--- config.mk ---
export PLATFORM = sky130hd
export DESIGN_NAME = token_scanner_top_flat
export DESIGN_NICKNAME = d
export VERILOG_FILES = /design/src/rtl/core/tsc_pkg.sv /design/src/rtl/core/tsc_in_if.sv /design/src/rtl/core/tsc_out_if.sv /design/src/rtl/core/tsc_step.sv /design/src/rtl/core/tsc_rec_fifo.sv /design/src/rtl/core/token_scanner_top.sv /design/src/flat_wrapper.sv
export SDC_FILE = /design/constraint.sdc
export NUM_CORES = 1
export LEC_CHECK = 0
export BUFFER_PORTS_ARGS = -buffer_cell sky130_fd_sc_hd__clkbuf_2
export CAP_MARGIN = 20
export CORE_MARGIN = 5
export CORE_UTILIZATION = 45
export CTS_CLUSTER_SIZE = 30
export DETAILED_ROUTE_END_ITERATION = 8
export HOLD_SLACK_MARGIN = 0.03
export PLACE_DENSITY = 0.69
export SLEW_MARGIN = 0
export SYNTH_ARGS = -nofsm -noshare
export SYNTH_HDL_FRONTEND = slang
export SYNTH_SLANG_ARGS = --single-unit
--- constraint.sdc ---
create_clock -name clk -period 11.6 [get_ports clk]
set_input_delay 1.74 -clock clk [delete_from_list [all_inputs] [get_ports clk]]
set_output_delay 1.74 -clock clk [all_outputs]
set_load 0.02 [all_outputs]
--- src/rtl/core/tsc_pkg.sv ---
// ----------------------------------------------------------------------------
// tsc_pkg: shared types and constants of the token scanner
// Scan state encoding, token kind codes, keyword codes and record formats.
// ----------------------------------------------------------------------------
package tsc_pkg;

  localparam int unsigned MAX_TOKEN_LEN = 255;
  localparam int unsigned LEN_CAP_INT   = (MAX_TOKEN_LEN < 255) ? MAX_TOKEN_LEN : 255;
  localparam logic [7:0]  LEN_CAP       = 8'(LEN_CAP_INT);

  // record queue geometry
  localparam int unsigned FIFO_DEPTH = 4;
  localparam int unsigned PTR_W      = $clog2(FIFO_DEPTH);
  localparam int unsigned CNT_W      = $clog2(FIFO_DEPTH + 1);

  typedef enum logic [10:0] {
    ST_IDLE  = 11'b000_0000_0001,
    ST_IDENT = 11'b000_0000_0010,
    ST_ZERO  = 11'b000_0000_0100,
    ST_OCT   = 11'b000_0000_1000,
    ST_HEX   = 11'b000_0001_0000,
    ST_DEC   = 11'b000_0010_0000,
    ST_STAR  = 11'b000_0100_0000,
    ST_SLASH = 11'b000_1000_0000,
    ST_CMP   = 11'b001_0000_0000,
    ST_BLOCK = 11'b010_0000_0000,
    ST_LINE  = 11'b100_0000_0000
  } scan_state_t;

  localparam logic [3:0] KIND_IDENT   = 4'd0;
  localparam logic [3:0] KIND_KEYWORD = 4'd1;
  localparam logic [3:0] KIND_DEC     = 4'd2;
  localparam logic [3:0] KIND_OCT     = 4'd3;
  localparam logic [3:0] KIND_HEX     = 4'd4;
  localparam logic [3:0] KIND_DELIM   = 4'd5;
  localparam logic [3:0] KIND_OP      = 4'd6;
  localparam logic [3:0] KIND_BLOCK   = 4'd7;
  localparam logic [3:0] KIND_LINE    = 4'd8;

  localparam logic [1:0] KW_NONE = 2'd0;
  localparam logic [1:0] KW_THEN = 2'd1;
  localparam logic [1:0] KW_IF   = 2'd2;
  localparam logic [1:0] KW_ELSE = 2'd3;

  // keyword spellings as they sit in the window, newest byte lowest
  localparam logic [31:0] WORD_THEN = 32'h7468_656E;
  localparam logic [31:0] WORD_IF   = 32'h0000_6966;
  localparam logic [31:0] WORD_ELSE = 32'h656C_7365;

  typedef struct packed {
    scan_state_t state;
    logic [7:0]  count;
    logic [7:0]  start;
    logic [31:0] window;
    logic        star;
  } scan_t;

  localparam scan_t SCAN_IDLE = '{ST_IDLE, 8'd0, 8'd0, 32'd0, 1'b0};

  typedef struct packed {
    logic [3:0] kind;
    logic [1:0] keyword_id;
    logic [7:0] first_char;
    logic [7:0] second_char;
    logic [7:0] length;
    logic       last;
  } rec_t;

  // up to two records per character; push1 only together with push0
  typedef struct packed {
    logic push0;
    logic push1;
    rec_t rec0;
    rec_t rec1;
  } push_t;

endpackage

--- src/rtl/core/tsc_in_if.sv ---
// ----------------------------------------------------------------------------
// tsc_in_if: character request channel
// One source byte or an end marker per request, valid/ready handshake.
// ----------------------------------------------------------------------------
interface tsc_in_if;
  logic       valid;
  logic       ready;
  logic [7:0] ch;
  logic       at_end;

  modport source (output valid, output ch, output at_end, input ready);
  modport sink   (input valid, input ch, input at_end, output ready);
endinterface

--- src/rtl/core/tsc_out_if.sv ---
// ----------------------------------------------------------------------------
// tsc_out_if: token record channel
// One token record per request, valid/ready handshake.
// ----------------------------------------------------------------------------
interface tsc_out_if;
  logic       valid;
  logic       ready;
  logic [3:0] kind;
  logic [1:0] keyword_id;
  logic [7:0] first_char;
  logic [7:0] second_char;
  logic [7:0] length;
  logic       last;

  modport source (output valid, output kind, output keyword_id, output first_char,
                  output second_char, output length, output last, input ready);
  modport sink   (input valid, input kind, input keyword_id, input first_char,
                  input second_char, input length, input last, output ready);
endinterface

--- src/rtl/core/tsc_step.sv ---
// ----------------------------------------------------------------------------
// tsc_step: scan state update for one character
// Classifies the byte against the current state and produces the next state
// and up to two token records.
// ----------------------------------------------------------------------------
module tsc_step (
  input  tsc_pkg::scan_t cur,
  input  logic [7:0]     ch,
  input  logic           at_end,
  output tsc_pkg::scan_t nxt,
  output tsc_pkg::push_t recs
);
  import tsc_pkg::*;

  localparam logic [7:0] CH_0      = 8'h30;
  localparam logic [7:0] CH_9      = 8'h39;
  localparam logic [7:0] CH_X_LO   = 8'h78;
  localparam logic [7:0] CH_X_UP   = 8'h58;
  localparam logic [7:0] CH_E_LO   = 8'h65;
  localparam logic [7:0] CH_DOT    = 8'h2E;
  localparam logic [7:0] CH_UNDER  = 8'h5F;
  localparam logic [7:0] CH_STAR   = 8'h2A;
  localparam logic [7:0] CH_SLASH  = 8'h2F;
  localparam logic [7:0] CH_EQ     = 8'h3D;
  localparam logic [7:0] CH_LT     = 8'h3C;
  localparam logic [7:0] CH_GT     = 8'h3E;
  localparam logic [7:0] CH_PLUS   = 8'h2B;
  localparam logic [7:0] CH_MINUS  = 8'h2D;
  localparam logic [7:0] CH_COMMA  = 8'h2C;
  localparam logic [7:0] CH_SEMI   = 8'h3B;
  localparam logic [7:0] CH_LPAR   = 8'h28;
  localparam logic [7:0] CH_RPAR   = 8'h29;
  localparam logic [7:0] CH_LBRACE = 8'h7B;
  localparam logic [7:0] CH_RBRACE = 8'h7D;
  localparam logic [7:0] CH_NL     = 8'h0A;

  typedef struct packed {
    logic v;
    rec_t r;
  } opt_rec_t;

  typedef struct packed {
    scan_t    st;
    opt_rec_t rec;
  } idle_res_t;

  function automatic logic is_alpha(logic [7:0] c);
    return (c inside {[8'h61:8'h7A]}) || (c inside {[8'h41:8'h5A]});
  endfunction

  function automatic logic is_digit(logic [7:0] c);
    return c inside {[CH_0:CH_9]};
  endfunction

  function automatic logic [7:0] bump(logic [7:0] n);
    return (n < LEN_CAP) ? n + 8'd1 : n;
  endfunction

  function automatic opt_rec_t mk(logic [3:0] kind, logic [1:0] kw, logic [7:0] c1,
                                  logic [7:0] c2, logic [7:0] len);
    opt_rec_t o;
    o.v             = 1'b1;
    o.r.kind        = kind;
    o.r.keyword_id  = kw;
    o.r.first_char  = c1;
    o.r.second_char = c2;
    o.r.length      = len;
    o.r.last        = 1'b0;
    return o;
  endfunction

  function automatic scan_t start_st(scan_state_t s, logic [7:0] c);
    scan_t t;
    t       = SCAN_IDLE;
    t.state = s;
    t.start = c;
    t.count = 8'd1;
    return t;
  endfunction

  // pending token closed by a foreign byte or the end marker
  function automatic opt_rec_t flush_rec(scan_t s);
    opt_rec_t   o;
    logic [1:0] kw;
    o  = '0;
    kw = KW_NONE;
    case (s.state)
      ST_IDENT: begin
        if (s.count == 8'd4 && s.window == WORD_THEN)      kw = KW_THEN;
        else if (s.count == 8'd2 && s.window == WORD_IF)   kw = KW_IF;
        else if (s.count == 8'd4 && s.window == WORD_ELSE) kw = KW_ELSE;
        o = mk((kw != KW_NONE) ? KIND_KEYWORD : KIND_IDENT, kw, s.start, 8'd0, s.count);
      end
      ST_ZERO, ST_DEC:           o = mk(KIND_DEC, KW_NONE, s.start, 8'd0, s.count);
      ST_OCT:                    o = mk(KIND_OCT, KW_NONE, s.start, 8'd0, s.count);
      ST_HEX:                    o = mk(KIND_HEX, KW_NONE, s.start, 8'd0, s.count);
      ST_STAR, ST_SLASH, ST_CMP: o = mk(KIND_OP, KW_NONE, s.start, 8'd0, 8'd1);
      ST_BLOCK:                  o = mk(KIND_BLOCK, KW_NONE, CH_SLASH, CH_STAR, s.count);
      ST_LINE:                   o = mk(KIND_LINE, KW_NONE, CH_SLASH, CH_SLASH, s.count);
      default:                   o = '0;
    endcase
    return o;
  endfunction

  // a byte seen between tokens
  function automatic idle_res_t scan_idle(logic [7:0] c);
    idle_res_t res;
    res.st  = SCAN_IDLE;
    res.rec = '0;
    if (is_alpha(c)) begin
      res.st        = start_st(ST_IDENT, c);
      res.st.window = {24'd0, c};
    end else if (c == CH_0) begin
      res.st = start_st(ST_ZERO, c);
    end else if (is_digit(c)) begin
      res.st = start_st(ST_DEC, c);
    end else if (c inside {CH_COMMA, CH_SEMI, CH_LPAR, CH_RPAR, CH_LBRACE, CH_RBRACE}) begin
      res.rec = mk(KIND_DELIM, KW_NONE, c, 8'd0, 8'd1);
    end else if (c inside {CH_PLUS, CH_MINUS}) begin
      res.rec = mk(KIND_OP, KW_NONE, c, 8'd0, 8'd1);
    end else if (c == CH_STAR) begin
      res.st = start_st(ST_STAR, c);
    end else if (c == CH_SLASH) begin
      res.st = start_st(ST_SLASH, c);
    end else if (c inside {CH_EQ, CH_LT, CH_GT}) begin
      res.st = start_st(ST_CMP, c);
    end
    return res;
  endfunction

  idle_res_t  ir;
  opt_rec_t   fr;
  opt_rec_t   a;
  opt_rec_t   b;
  logic       reclass;
  logic [7:0] cnt_up;

  assign ir     = scan_idle(ch);
  assign fr     = flush_rec(cur);
  assign cnt_up = bump(cur.count);

  always_comb begin
    nxt     = cur;
    a       = '0;
    b       = '0;
    reclass = 1'b0;
    if (at_end) begin
      a   = fr;
      nxt = SCAN_IDLE;
    end else begin
      case (cur.state)
        ST_IDENT: begin
          if (is_alpha(ch) || is_digit(ch) || ch == CH_UNDER) begin
            nxt.window = (cur.count < LEN_CAP) ? {cur.window[23:0], ch} : 32'd0;
            nxt.count  = cnt_up;
          end else begin
            reclass = 1'b1;
          end
        end
        ST_ZERO: begin
          if (ch == CH_X_LO || ch == CH_X_UP) begin
            nxt.state = ST_HEX;
            nxt.count = cnt_up;
          end else if (is_digit(ch)) begin
            nxt.state = ST_OCT;
            nxt.count = cnt_up;
          end else begin
            reclass = 1'b1;
          end
        end
        ST_OCT: begin
          if (is_digit(ch)) nxt.count = cnt_up;
          else reclass = 1'b1;
        end
        ST_HEX: begin
          if (is_digit(ch) || is_alpha(ch)) nxt.count = cnt_up;
          else reclass = 1'b1;
        end
        ST_DEC: begin
          if (is_digit(ch) || ch == CH_DOT || ch == CH_E_LO) nxt.count = cnt_up;
          else reclass = 1'b1;
        end
        ST_STAR, ST_CMP: begin
          if (ch == CH_EQ) begin
            a   = mk(KIND_OP, KW_NONE, cur.start, CH_EQ, 8'd2);
            nxt = SCAN_IDLE;
          end else begin
            reclass = 1'b1;
          end
        end
        ST_SLASH: begin
          if (ch == CH_EQ) begin
            a   = mk(KIND_OP, KW_NONE, CH_SLASH, CH_EQ, 8'd2);
            nxt = SCAN_IDLE;
          end else if (ch == CH_STAR) begin
            nxt.state = ST_BLOCK;
            nxt.count = cnt_up;
            nxt.star  = 1'b0;
          end else if (ch == CH_SLASH) begin
            nxt.state = ST_LINE;
            nxt.count = cnt_up;
          end else begin
            reclass = 1'b1;
          end
        end
        ST_BLOCK: begin
          if (cur.star && ch == CH_SLASH) begin
            a   = mk(KIND_BLOCK, KW_NONE, CH_SLASH, CH_STAR, cnt_up);
            nxt = SCAN_IDLE;
          end else begin
            nxt.count = cnt_up;
            nxt.star  = (ch == CH_STAR);
          end
        end
        ST_LINE: begin
          if (ch == CH_NL) begin
            a   = mk(KIND_LINE, KW_NONE, CH_SLASH, CH_SLASH, cur.count);
            nxt = SCAN_IDLE;
          end else begin
            nxt.count = cnt_up;
          end
        end
        default: begin
          nxt = ir.st;
          a   = ir.rec;
        end
      endcase
      // close the pending token, then scan the byte again from idle
      if (reclass) begin
        a   = fr;
        b   = ir.rec;
        nxt = ir.st;
      end
    end
  end

  // pack records to the front and flag the final one
  always_comb begin
    recs = '0;
    if (a.v) begin
      recs.push0 = 1'b1;
      recs.rec0  = a.r;
      if (b.v) begin
        recs.push1     = 1'b1;
        recs.rec1      = b.r;
        recs.rec1.last = 1'b1;
      end else begin
        recs.rec0.last = 1'b1;
      end
    end else if (b.v) begin
      recs.push0     = 1'b1;
      recs.rec0      = b.r;
      recs.rec0.last = 1'b1;
    end
  end

endmodule

--- src/rtl/core/tsc_rec_fifo.sv ---
// ----------------------------------------------------------------------------
// tsc_rec_fifo: token record queue
// Takes up to two records a cycle, hands out one; signals room for two.
// ----------------------------------------------------------------------------
module tsc_rec_fifo (
  input  logic           clk,
  input  logic           rst,
  input  tsc_pkg::push_t push,
  input  logic           pop,
  output logic           room,
  output logic           head_valid,
  output tsc_pkg::rec_t  head
);
  import tsc_pkg::*;

  rec_t             mem [FIFO_DEPTH];
  logic [PTR_W-1:0] rd_ptr;
  logic [PTR_W-1:0] wr_ptr;
  logic [CNT_W-1:0] count;
  logic [1:0]       n_push;
  logic             pop_ok;

  assign n_push     = {1'b0, push.push0} + {1'b0, push.push1};
  assign head_valid = (count != '0);
  assign pop_ok     = pop && head_valid;
  assign head       = mem[rd_ptr];
  assign room       = (count <= CNT_W'(FIFO_DEPTH - 2));

  always_ff @(posedge clk) begin
    if (rst) begin
      rd_ptr <= '0;
      wr_ptr <= '0;
      count  <= '0;
    end else begin
      wr_ptr <= wr_ptr + PTR_W'(n_push);
      if (pop_ok) rd_ptr <= rd_ptr + PTR_W'(1);
      count  <= count + CNT_W'(n_push) - CNT_W'(pop_ok);
    end
  end

  always_ff @(posedge clk) begin
    if (push.push0) mem[wr_ptr] <= push.rec0;
    if (push.push1) mem[wr_ptr + PTR_W'(1)] <= push.rec1;
  end

`ifndef ASSERT_OFF
  a_count_bound: assert property (@(posedge clk) disable iff (rst)
    count <= CNT_W'(FIFO_DEPTH))
    else $error("record queue count beyond depth");

  a_double_push: assert property (@(posedge clk) disable iff (rst)
    (push.push0 && push.push1 && !pop_ok) |=> count == $past(count) + CNT_W'(2))
    else $error("double push did not add two records");

  a_push_room: assert property (@(posedge clk) disable iff (rst)
    push.push0 |-> room)
    else $error("record pushed without room for two");
`endif

endmodule

--- src/rtl/core/token_scanner_top.sv ---
// ----------------------------------------------------------------------------
// token_scanner_top: character-serial lexical scanner
// Takes one source byte per request and returns token records.
// ----------------------------------------------------------------------------
// The scanner takes one character per clock cycle while the record queue has
// room. Each accepted request updates the scan state in the same cycle, and
// the records it closes (zero, one, or two when a byte both ends a token and
// forms a token of its own) are registered in a four-entry record queue before
// they are offered on the token channel. The token channel hands out one record
// per cycle while the consumer is ready, so the sustained rate is one character
// per cycle as long as records average at most one per character; a character
// that yields two records needs two handouts on the token port. The character
// channel stays ready while the queue has room for two records, so a stalled
// token consumer holds off input only once the queue holds more than two
// records. An end marker flushes any pending token and returns the scanner to
// idle; there is no startup sweep, the block is ready as soon as reset ends.
// ----------------------------------------------------------------------------
module token_scanner_top (
  input  logic       clk,
  input  logic       rst,
  tsc_in_if.sink     items,
  tsc_out_if.source  tokens
);
  import tsc_pkg::*;

  scan_t cur;
  scan_t nxt;
  push_t recs;
  push_t push;
  rec_t  head;
  logic  head_valid;
  logic  room;
  logic  accept;

  assign accept      = items.valid && items.ready;
  assign items.ready = room;

  // classify the byte against the scan state
  tsc_step u_step (
    .cur    (cur),
    .ch     (items.ch),
    .at_end (items.at_end),
    .nxt    (nxt),
    .recs   (recs)
  );

  // advance the scan state only on an accepted request
  always_ff @(posedge clk) begin
    if (rst) begin
      cur <= SCAN_IDLE;
    end else if (accept) begin
      cur <= nxt;
    end
  end

  // drop the records of a character that was not accepted
  always_comb begin
    push       = recs;
    push.push0 = recs.push0 && accept;
    push.push1 = recs.push1 && accept;
  end

  tsc_rec_fifo u_fifo (
    .clk        (clk),
    .rst        (rst),
    .push       (push),
    .pop        (tokens.ready),
    .room       (room),
    .head_valid (head_valid),
    .head       (head)
  );

  assign tokens.valid       = head_valid;
  assign tokens.kind        = head.kind;
  assign tokens.keyword_id  = head.keyword_id;
  assign tokens.first_char  = head.first_char;
  assign tokens.second_char = head.second_char;
  assign tokens.length      = head.length;
  assign tokens.last        = head.last;

`ifndef ASSERT_OFF
  a_end_to_idle: assert property (@(posedge clk) disable iff (rst)
    (accept && items.at_end) |=> cur.state == ST_IDLE)
    else $error("end marker did not return scanner to idle");

  a_last_single: assert property (@(posedge clk) disable iff (rst)
    (push.push0 && !push.push1) |-> push.rec0.last)
    else $error("single record not flagged last");

  a_last_pair: assert property (@(posedge clk) disable iff (rst)
    push.push1 |-> (push.rec1.last && !push.rec0.last))
    else $error("record pair flagged wrongly");
`endif

endmodule

--- src/flat_wrapper.sv ---
// flat-port wrapper written by rule: the top's interface ports become plain ports
module token_scanner_top_flat import tsc_pkg::*;
  (clk, rst, items_valid, items_ch, items_at_end, items_ready, tokens_valid, tokens_kind, tokens_keyword_id, tokens_first_char, tokens_second_char, tokens_length, tokens_last, tokens_ready);
  tsc_in_if items_i ();
  tsc_out_if tokens_i ();
  input  logic clk;
  input  logic rst;
  input wire logic [$bits(items_i.valid)-1:0] items_valid;
  input wire logic [$bits(items_i.ch)-1:0] items_ch;
  input wire logic [$bits(items_i.at_end)-1:0] items_at_end;
  output wire logic [$bits(items_i.ready)-1:0] items_ready;
  output wire logic [$bits(tokens_i.valid)-1:0] tokens_valid;
  output wire logic [$bits(tokens_i.kind)-1:0] tokens_kind;
  output wire logic [$bits(tokens_i.keyword_id)-1:0] tokens_keyword_id;
  output wire logic [$bits(tokens_i.first_char)-1:0] tokens_first_char;
  output wire logic [$bits(tokens_i.second_char)-1:0] tokens_second_char;
  output wire logic [$bits(tokens_i.length)-1:0] tokens_length;
  output wire logic [$bits(tokens_i.last)-1:0] tokens_last;
  input wire logic [$bits(tokens_i.ready)-1:0] tokens_ready;
  assign items_i.valid = items_valid;
  assign items_i.ch = items_ch;
  assign items_i.at_end = items_at_end;
  assign items_ready = items_i.ready;
  assign tokens_valid = tokens_i.valid;
  assign tokens_kind = tokens_i.kind;
  assign tokens_keyword_id = tokens_i.keyword_id;
  assign tokens_first_char = tokens_i.first_char;
  assign tokens_second_char = tokens_i.second_char;
  assign tokens_length = tokens_i.length;
  assign tokens_last = tokens_i.last;
  assign tokens_i.ready = tokens_ready;
  token_scanner_top u_core (.clk(clk), .rst(rst), .items(items_i), .tokens(tokens_i));
endmodule
==> results of run 1 <==
[worst register-to-register path: stages (launching register included)]
cell       delay (ps)
dfxtp_1           400
nor3_2            530
nand2_1           340
a2111oi_0         800
or3_4             310
nand4_1           490
ha_1              450
nor2_1            350
nand2_1           680
o32ai_1           710
o2bb2ai_1         170
[kinds of logic after synthesis]
kind of cell,synth area share [%]
flops,45.07
xor+xnor,1.360
simple gates,22.21
buf+inv,4.385
fa+ha+maj,1.610
mux,6.965
compound gates,18.36
other cells,0.04159
[registers in the layout, summed over array words and instances (netlist names), named ones only]
name                  cells
u_core.cur               60
u_core.u_fifo.mem       108
u_core.u_fifo.count       3
u_core.u_fifo.rd_ptr      2
u_core.u_fifo.wr_ptr      2
[area by class of cell]
cell class | instances | area share, %
inverter | 22 | 0.8341
timing repair buffer | 53 | 2.932
multi-input combinational | 700 | 46.16
sequential | 177 | 41.06
clock buffer | 20 | 4.625
tap | 265 | 3.349
clock inverter | 12 | 1.036
[worst min path at each step]
stage	startpoint	endpoint	slack, ps	cells past startpoint
final	u_core.u_fifo.mem[0][26]	u_core.u_fifo.mem[0][26]	450	2
after global routing	u_core.u_fifo.mem[3][25]	u_core.u_fifo.mem[3][25]	490	2
after CTS	u_core.u_fifo.mem[3][25]	u_core.u_fifo.mem[3][25]	460	2
after detailed placement	u_core.u_fifo.mem[2][30]	u_core.u_fifo.mem[2][30]	440	2
after global placement	u_core.u_fifo.mem[0][30]	u_core.u_fifo.mem[0][30]	430	2
after floorplan	u_core.u_fifo.mem[1][30]	u_core.u_fifo.mem[1][30]	420	2
[routing by layer]
| layer | global-route usage, % | wire length [um] |
|---|---|---|
| met1 | 29.92 | 10630 |
| met2 | 34.34 | 11390 |
| met3 | 4.313 | 1864 |
| met4 | 6.918 | 654 |
| met5 | 0 | 0 |
[power groups by stage]
stage	logic [mW]	clock network, mW	registers, mW
final	0.235	0.554	0.682
after global routing	0.258	0.588	0.687
after CTS	0.238	0.559	0.683
after detailed placement	0.237	0	0.697
after global placement	0.234	0	0.696
after floorplan	0.200	0	0.668
[layout by cell type, fill, tap and decap left out, types with 5 or more instances in the layout]
cell type,Yosys,layout
clkbuf_2,0,43
a21oi_1,35,35
o21ai_0,101,101
buf_4,4,10
nand3_1,73,73
nand2_1,105,105
nand2b_1,6,6
nor4b_1,5,5
a31o_2,6,6
xnor2_1,6,6
or4_1,5,5
a22o_1,14,14
mux4_2,27,27
a21o_1,6,6
o22ai_1,28,28
a211oi_1,5,5
dfxtp_1,125,124
o32ai_1,5,5
nor3_1,30,29
xor2_1,8,8
o21a_1,5,5
inv_1,20,20
and2_1,9,9
nor4_1,18,18
and3_1,12,12
nand4_1,15,15
edfxtp_1,52,52
nor2_1,58,58
clkbuf_16,0,18
nor3_2,4,5
nor2b_1,5,5
o2bb2ai_1,17,17
o211ai_1,5,5
ha_1,10,10
or3_1,9,9
[through the flow]
stage | util, % | worst slack [ps] | total power [mW]
final | 50.54 | 5419 | 1.471
after global routing | 50.54 | 4987 | 1.532
after CTS | 50.54 | 5552 | 1.480
after detailed placement | 47.68 | 5151 | 0.9344
after global placement | 47.68 | 5241 | 0.9302
after floorplan | - | 5540 | 0.8682
==> results.sh, run 1 <==
export IMPL_worstSetupPathType="input pin to flop"
export IMPL_finalCritPeriodShare_pct=53.29
export IMPL_grt_overflow=0
export IMPL_cts_hold_buffers_added=0
export IMPL_seqPwrFrac_pct=46.3
export IMPL_ys_seq_area_share_pct=45.07
export IMPL_portBuffers=43
export IMPL_netSwitchingPower_uw=434.6
export IMPL_grt_total_usage_pct=21.65
export IMPL_endpoint="u_core.u_fifo.mem[1][19]"
export IMPL_io_pins=46
export IMPL_fp_row_count=51
export IMPL_yosysMostFrequentCell="dfxtp_1"
export IMPL_async_flop_share_pct=0
export IMPL_wirelength_mm=24.54
export IMPL_ys_warn_count=0
export IMPL_dpl_cell_area_mm2=0.009340
export IMPL_min_period_ps=6181
export IMPL_final_cells=1249
export IMPL_cp_slowest_cell="a2111oi_0"
export IMPL_rsz0062_at_grt="no"
export IMPL_diodes=0
export IMPL_synth_cell_types=78
export IMPL_die_width_um=151.6
export IMPL_htree_levels=4
export IMPL_drt_iter0_markers=931
export IMPL_critical_path_required_ps=11890
export IMPL_start_kind="input pin"
export IMPL_layout_drive_gt1_share_pct=14.13
export IMPL_path_clk_slew_ps=70
export IMPL_synth_ff_type="dfxtp_1"
export IMPL_regArea_mm2=0.004065
export IMPL_synth_edf_count=52
export IMPL_core_mm2=0.01959
export IMPL_initial_core_util_pct=46.03
export IMPL_antenna_found_initial=0
export IMPL_cts_tree="built"
export IMPL_yosysTopAreaCell="dfxtp_1"
export IMPL_multi_input_area_mm2=0.004571
export IMPL_cp_arrival_ps=6470
export IMPL_cts_inserted_buffers=17
export IMPL_die_area_mm2=0.02297
export IMPL_p_int_mw=1.037
export IMPL_post_cts_resized=0
export IMPL_hold_viol=0
export IMPL_timing_hold_ws_ps=453.8
export IMPL_finalClockSkew_ps=9.088
export IMPL_synthCells=971
export IMPL_worstSkewPairLatency_ps=430
export IMPL_worstMarginPinSlew_ps=1101
export IMPL_clock_sinks=177
export IMPL_nNetsFinal=995
export IMPL_synth_area_leaders="dfxtp_1 (28%), edfxtp_1 (17%), mux4_2 (6.7%)"
export IMPL_slew_headroom_pct=26.11
export IMPL_syn2layout_area_growth_pct=9.796
export IMPL_grt_pass1_wl_mm=38.68
export IMPL_tns_ps=0
export IMPL_rr_endpoint="u_core.u_fifo.mem[1][19]"
export IMPL_cp_end_kind="flop"
export IMPL_fmax_mhz=161.8
export IMPL_cpLargestDelayFamily="simple AND/OR/NAND/NOR gates"
export IMPL_wire_per_inst_um=19.65
export IMPL_dp_hpwl_mm=16.92
export IMPL_status="finished clean"
export IMPL_avgSynthCellArea_um2=9.287
export IMPL_drc=0
export IMPL_vias_per_cell=6.065
export IMPL_pwr_share_comb_pct=16.0
export IMPL_worst_path_stages=11
export IMPL_hp_class="flop to flop"
export IMPL_powerDensity_mw_per_mm2=148.6
export IMPL_grt_max_degree=51
export IMPL_grt_pass1_vias=7051
export IMPL_power_static_leakage_nw=3.352
export IMPL_worstPathCellList="clkbuf_2 -> nand4bb_1 -> nor3_1 -> a2111oi_0 -> or3_4 -> nand4_1 -> ha_1 -> nor2_1 -> nand2_1 -> o32ai_1 -> o2bb2ai_1"
export IMPL_cp_num_buf_inv=1
export IMPL_ys_ff_latch=177
export IMPL_final_area_mm2=0.009901
export IMPL_finalSetupViolations=0
export IMPL_fillers=1826
export IMPL_path_max_fanout=30
export IMPL_vdd_drop_max_mv=0.09900
export IMPL_slew_viol_final=0
export IMPL_syn_area_mm2=0.009017
export IMPL_reg2reg_from="u_core.cur[49]"
export IMPL_vias=7575
export IMPL_die_height_um=151.6
export IMPL_netlist_top_cells_count="dfxtp_1 (125), nand2_1 (105), o21ai_0 (101)"
export IMPL_drt_pass1_iter_count=7
export IMPL_cp_slowest_stage_delay_ps=830
export IMPL_sw_frac_of_total_pct=29.54
export IMPL_cp_startpoint="items_ch[6]"
export IMPL_gp_congestion=0.9602
export IMPL_clock_path_buffers=2
export IMPL_clkPwrFrac_pct=37.7
export IMPL_place_inst=1217
export IMPL_reg2reg_slack_ps=6220
export IMPL_netlist_area_leader_share_pct=27.75
export IMPL_ant_nets=0
export IMPL_r2r_cells=10
export IMPL_cap_viol_max_count=0
export IMPL_cts_root_buf="clkbuf_16"
export IMPL_postCtsSetupBuffers=0
Power figures use the tool's default switching activity.
==> run 2: changes to the inputs <==
==> constraint.sdc (replaced) <==
create_clock -name clk -period 6.4 [get_ports clk]
set_input_delay 0.96 -clock clk [delete_from_list [all_inputs] [get_ports clk]]
set_output_delay 0.96 -clock clk [all_outputs]
set_load 0.02 [all_outputs]
==> results.sh, run 2 (same netlist as run 1, synthesis figures left out) <==
export IMPL_status="finished clean"
export IMPL_htree_levels=4
export IMPL_slew_headroom_pct=30.54
export IMPL_die_height_um=151.6
export IMPL_path_clk_slew_ps=70
export IMPL_fillers=1819
export IMPL_place_inst=1232
export IMPL_initial_core_util_pct=46.03
export IMPL_timing_hold_ws_ps=457.6
export IMPL_regMostFlops="u_core.u_fifo.mem"
export IMPL_powerDensity_mw_per_mm2=274.6
export IMPL_utilization_pct=51.46
export IMPL_hold_end="u_core.u_fifo.mem[0][4]"
export IMPL_antenna_found_initial=0
export IMPL_die_width_um=151.6
export IMPL_largest_reg_flops=108
export IMPL_r2r_cells=16
export IMPL_hp_class="flop to flop"
export IMPL_dp_hpwl_mm=17.08
export IMPL_die_area_mm2=0.02297
export IMPL_grt_overflow=0
export IMPL_start_kind="input pin"
export IMPL_rsz0062_at_grt="no"
export IMPL_tns_ps=0
export IMPL_holdCritStartpoint="u_core.u_fifo.mem[0][4]"
export IMPL_nNetsFinal=1011
export IMPL_layout_drive_gt1_share_pct=15.60
export IMPL_path_max_fanout=14
export IMPL_cp_end_kind="flop"
export IMPL_cap_viol_max_count=0
export IMPL_cts_hold_buffers_added=0
export IMPL_vias=7818
export IMPL_cts_tree="built"
export IMPL_worstMarginPinSlew_ps=1016
export IMPL_fmax_mhz=185.8
export IMPL_cp_slowest_cell="a2111oi_0"
export IMPL_grt_pass1_vias=7356
export IMPL_core_mm2=0.01959
export IMPL_totalPowerFinal_mw=2.768
export IMPL_diodes=0
export IMPL_postCtsSetupBuffers=0
export IMPL_finalSetupViolations=0
export IMPL_min_period_ps=5384
export IMPL_clock_path_buffers=2
export IMPL_hold_depth=2
export IMPL_critical_path_required_ps=6710
export IMPL_syn2layout_area_growth_pct=11.79
export IMPL_ant_nets=0
export IMPL_cp_slowest_stage_delay_ps=900
export IMPL_gp_congestion=0.9341
export IMPL_cp_arrival_ps=5700
export IMPL_fp_row_count=51
export IMPL_layout_common_cells="dfxtp_1 (124), nand2_1 (105), o21ai_0 (101)"
export IMPL_cts_root_buf="clkbuf_16"
export IMPL_post_cts_resized=0
export IMPL_reg_largest_list="u_core.u_fifo.mem x108, u_core.cur x60, u_core.u_fifo.count x3"
export IMPL_vdd_drop_max_mv=0.1934
export IMPL_finalClockSkew_ps=13.22
export IMPL_crit_top_cell="ha_1"
export IMPL_finalCritPeriodShare_pct=84.12
export IMPL_reg2reg_from="u_core.cur[49]"
export IMPL_clock_sinks=177
export IMPL_final_area_mm2=0.01008
export IMPL_wirelength_mm=25.04
export IMPL_grt_pass1_wl_mm=40.12
export IMPL_drt_iter0_markers=869
export IMPL_reg2reg_slack_ps=1060
export IMPL_fin_ws_ps=1017
export IMPL_worstPathCellList="clkbuf_2 -> nand4bb_1 -> nor3_1 -> a2111oi_0 -> or3_4 -> nand4_1 -> ha_1 -> nor2_1 -> ha_1 -> inv_1 -> ha_1 -> inv_1 -> ha_1 -> fa_1 -> xor2_1 -> xnor2_1 -> nor2_1"
export IMPL_hold_viol=0
export IMPL_grt_total_usage_pct=22.41
export IMPL_worstSetupPathType="input pin to flop"
export IMPL_final_common_cell="dfxtp_1"
export IMPL_wire_per_inst_um=19.79
export IMPL_rr_endpoint="u_core.u_fifo.count[2]"
export IMPL_vias_per_cell=6.180
export IMPL_final_cells=1265
export IMPL_cts_inserted_buffers=17
export IMPL_drc=0
export IMPL_pre_cts_ws_ps=803.7
export IMPL_io_pins=46
export IMPL_power_static_leakage_nw=3.456
export IMPL_worstSkewPairLatency_ps=440
export IMPL_portBuffers=43
export IMPL_drt_pass1_iter_count=7
export IMPL_dpl_cell_area_mm2=0.009453
export IMPL_slew_viol_final=0
export IMPL_grt_max_degree=51
==> run 2: cell type report <==
type                            instances  area (um2)  share of cell area, %
Multi-Input combinational cell        700        4571                  45.34
Timing Repair Buffer                   69       410.4                  4.071
Inverter                               22       82.58                 0.8192
Clock inverter                         15       195.2                  1.936
Tap cell                              265       331.6                  3.289
Sequential cell                       177        4065                  40.33
Clock buffer                           17       425.4                  4.220
==> run 2: per-layer routing <==
| metal | vias to the layer above | track usage (%) | routed length, um |
|---|---|---|---|
| met5 | - | 0 | 0 |
| met4 | 0 | 8.491 | 805 |
| met3 | 67 | 4.015 | 1877 |
| met2 | 346 | 35.99 | 11690 |
| met1 | 3742 | 30.33 | 10670 |
| li1 | 3663 | - | - |
==> run 2: how the worst max path moves through the flow <==
| stage | start | to | slack, ps |
|---|---|---|---|
| detailed placement | items_ch[6] | u_core.u_fifo.count[2] | 800 |
| global placement | items_ch[4] | u_core.u_fifo.count[2] | 940 |
| floorplan | items_ch[7] | u_core.u_fifo.count[2] | 1120 |
| CTS | items_ch[6] | u_core.u_fifo.count[2] | 1220 |
| finish | items_ch[6] | u_core.u_fifo.count[2] | 1020 |
| global route | items_ch[6] | u_core.u_fifo.count[2] | 680 |
==> run 2: critical path: cells and delay by family <==
| family | cells | cell delay (ps) |
|---|---|---|
| and+or+nand+nor | 6 | 1670 |
| adders and majority gates | 5 | 1480 |
| AOI/OAI and AO/OA | 1 | 900 |
| xor gates and xnor gates | 2 | 350 |
| buffers and inverters | 3 | 300 |
==> run 2: report_power, final <==
group / switching [mW] / internal (mW)
clock network: 0.506 / 0.596
registers: 0.0576 / 1.18
logic: 0.256 / 0.176
total: 0.820 / 1.95
==> run 3: changes to the inputs <==
==> constraint.sdc (replaced) <==
create_clock -name clk -period 5.2 [get_ports clk]
set_input_delay 0.78 -clock clk [delete_from_list [all_inputs] [get_ports clk]]
set_output_delay 0.78 -clock clk [all_outputs]
set_load 0.02 [all_outputs]
==> results.sh, run 3 (same netlist as run 1, synthesis figures left out) <==
export IMPL_status="finished clean"
export IMPL_hold_depth=2
export IMPL_die_area_mm2=0.02297
export IMPL_htree_levels=4
export IMPL_cts_hold_buffers_added=0
export IMPL_rsz0062_at_grt="no"
export IMPL_cp_arrival_ps=4940
export IMPL_cap_viol_max_count=0
export IMPL_grt_busiest_layer="met2"
export IMPL_grt_pass1_vias=7274
export IMPL_grt_util_met3_pct=4.134
export IMPL_hold_viol=0
export IMPL_critical_path_required_ps=5490
export IMPL_drt_pass1_iter_count=6
export IMPL_cp_slowest_cell="or3_1"
export IMPL_grt_max_degree=51
export IMPL_grt_use_met1_pct=30.45
export IMPL_hold_end="u_core.u_fifo.mem[0][13]"
export IMPL_antenna_found_initial=0
export IMPL_holdCritStartpoint="u_core.u_fifo.mem[0][13]"
export IMPL_cpLargestDelayFamily="simple AND/OR/NAND/NOR gates"
export IMPL_path_clk_slew_ps=70
export IMPL_final_common_cell="dfxtp_1"
export IMPL_cp_slowest_stage_delay_ps=460
export IMPL_clock_sinks=177
export IMPL_syn2layout_area_growth_pct=12.61
export IMPL_cts_inserted_buffers=17
export IMPL_gp_congestion=0.9652
export IMPL_power_static_leakage_nw=3.496
export IMPL_layout_drive_gt1_share_pct=16.62
export IMPL_seqPwrFrac_pct=45.0
export IMPL_grt_pass1_wl_mm=40.02
export IMPL_reg_largest_list="u_core.u_fifo.mem x108, u_core.cur x60, u_core.u_fifo.count x3"
export IMPL_min_period_ps=4643
export IMPL_netSwitchingPower_mw=1.016
export IMPL_diodes=0
export IMPL_fmax_mhz=215.4
export IMPL_worstSetupPathType="flop to flop"
export IMPL_cp_end_kind="flop"
export IMPL_reg2reg_from="u_core.cur[54]"
export IMPL_r2r_cells=19
export IMPL_reg2reg_slack_ps=560
export IMPL_cts_tree="built"
export IMPL_drt_iter0_markers=682
export IMPL_grt_overflow=0
export IMPL_path_max_fanout=12
export IMPL_core_mm2=0.01959
export IMPL_p_int_mw=2.361
export IMPL_drc=0
export IMPL_die_height_um=151.6
export IMPL_fp_row_count=51
export IMPL_vias_per_cell=6.032
export IMPL_pwr_share_comb_pct=15.8
export IMPL_fillers=1843
export IMPL_hp_class="flop to flop"
export IMPL_worstMarginPinSlew_ps=1014
export IMPL_finalSetupViolations=0
export IMPL_slew_headroom_pct=31.96
export IMPL_die_width_um=151.6
export IMPL_finalCritPeriodShare_pct=89.29
export IMPL_cp_num_buf_inv=3
export IMPL_wirelength_mm=25.17
export IMPL_crit_top_cell="ha_1"
export IMPL_cts_root_buf="clkbuf_16"
export IMPL_layout_common_cells="dfxtp_1 (124), nand2_1 (105), o21ai_0 (101)"
export IMPL_clock_path_buffers=2
export IMPL_regMostFlops="u_core.u_fifo.mem"
export IMPL_vdd_drop_max_mv=0.3107
export IMPL_powerDensity_mw_per_mm2=332.6
export IMPL_clkPwrFrac_pct=39.2
export IMPL_wire_per_inst_um=19.73
export IMPL_worstPathCellList="or3b_1 -> or3_1 -> or3_1 -> a211oi_4 -> nor3_2 -> nand3_1 -> a21boi_0 -> inv_1 -> ha_1 -> nor2_1 -> ha_1 -> inv_1 -> ha_1 -> inv_1 -> ha_1 -> fa_1 -> xor2_1 -> xnor2_1 -> nor2_1"
export IMPL_nNetsFinal=1022
export IMPL_io_pins=46
export IMPL_start_kind="flop"
export IMPL_tns_ps=0
export IMPL_vias=7697
export IMPL_slew_viol_final=0
export IMPL_grtUsageMet2_pct=36.56
export IMPL_initial_core_util_pct=46.03
export IMPL_rr_endpoint="u_core.u_fifo.count[2]"
export IMPL_post_cts_resized=0
export IMPL_worstSkewPairLatency_ps=440
export IMPL_largest_reg_flops=108
export IMPL_utilization_pct=51.84
export IMPL_portBuffers=43
export IMPL_grt_total_usage_pct=22.40
export IMPL_finalClockSkew_ps=8.738
export IMPL_sw_frac_of_total_pct=30.09
export IMPL_postCtsSetupBuffers=0
export IMPL_ant_nets=0
export IMPL_dp_hpwl_mm=17.87
[run 3: cell count changes in the layout (fill, tap and decap cells not counted), sizes merged]
cell      delta
clkinvlp     +2
buf         +11
clkinv       -1
bufinv       -1
[run 3: layout make-up]
type | instances | area [um2] | area share, %
clock buffer | 17 | 425.4 | 4.189
inverter | 22 | 82.58 | 0.8132
timing repair buffer | 80 | 493.0 | 4.855
clock inverter | 15 | 186.4 | 1.836
sequential | 177 | 4065 | 40.03
tap | 265 | 331.6 | 3.265
multi-input combinational | 700 | 4571 | 45.01
[run 3: power by group through the flow]
stage          clock (mW)  combinational [mW]  sequential, mW
6_report             1.33               0.533            1.52
3_5_place_dp            0               0.536            1.56
3_3_place_gp            0               0.532            1.55
5_1_grt              1.40               0.586            1.53
4_1_cts              1.35               0.538            1.52
2_1_floorplan           0               0.446            1.49
[run 3: worst max path at each step]
stage                                  end      startpoint  depth (start not counted)  slack [ps]
finish              u_core.u_fifo.count[2]  u_core.cur[54]                         19         560
CTS                 u_core.u_fifo.count[2]     items_ch[5]                         20         580
global route        u_core.u_fifo.count[2]  u_core.cur[56]                         19         150
floorplan           u_core.u_fifo.count[2]     items_ch[7]                         22         100
global placement    u_core.u_fifo.count[2]     items_ch[7]                         20         240
detailed placement  u_core.u_fifo.count[2]     items_ch[5]                         20         150
[run 3: worst register-to-register path, stage by stage (launching register included)]
cell and delay, ps:
dfxtp_1 440, or3b_1 410, or3_1 390, or3_1 460, a211oi_4 410, nor3_2 110, nand3_1 80, a21boi_0 300
inv_1 80, ha_1 200, nor2_1 150, ha_1 170, inv_1 50, ha_1 270, inv_1 40, ha_1 200
fa_1 370, xor2_1 200, xnor2_1 140, nor2_1 60
[run 3: per-stage QoR]
stage / area (um2) / instances / hold WS [ps] / power, mW / setup slack, ps
2_1_floorplan: 9021 / 972 / 419.8 / 1.937 / 99.96
3_3_place_gp: 9543 / 1244 / 431.7 / 2.085 / 240.1
3_5_place_dp: 9543 / 1244 / 443.1 / 2.091 / 151.2
4_1_cts: 10150 / 1276 / 459.6 / 3.406 / 580.1
5_1_grt: 10150 / 1276 / 483.9 / 3.516 / 153.1
6_report: 10150 / 1276 / 453.8 / 3.377 / 556.8
[run 3: routing by layer]
metal	vias up	wire, um
li1	3693	-
met1	3676	11050
met2	283	11980
met3	45	1571
met4	0	566
met5	-	0
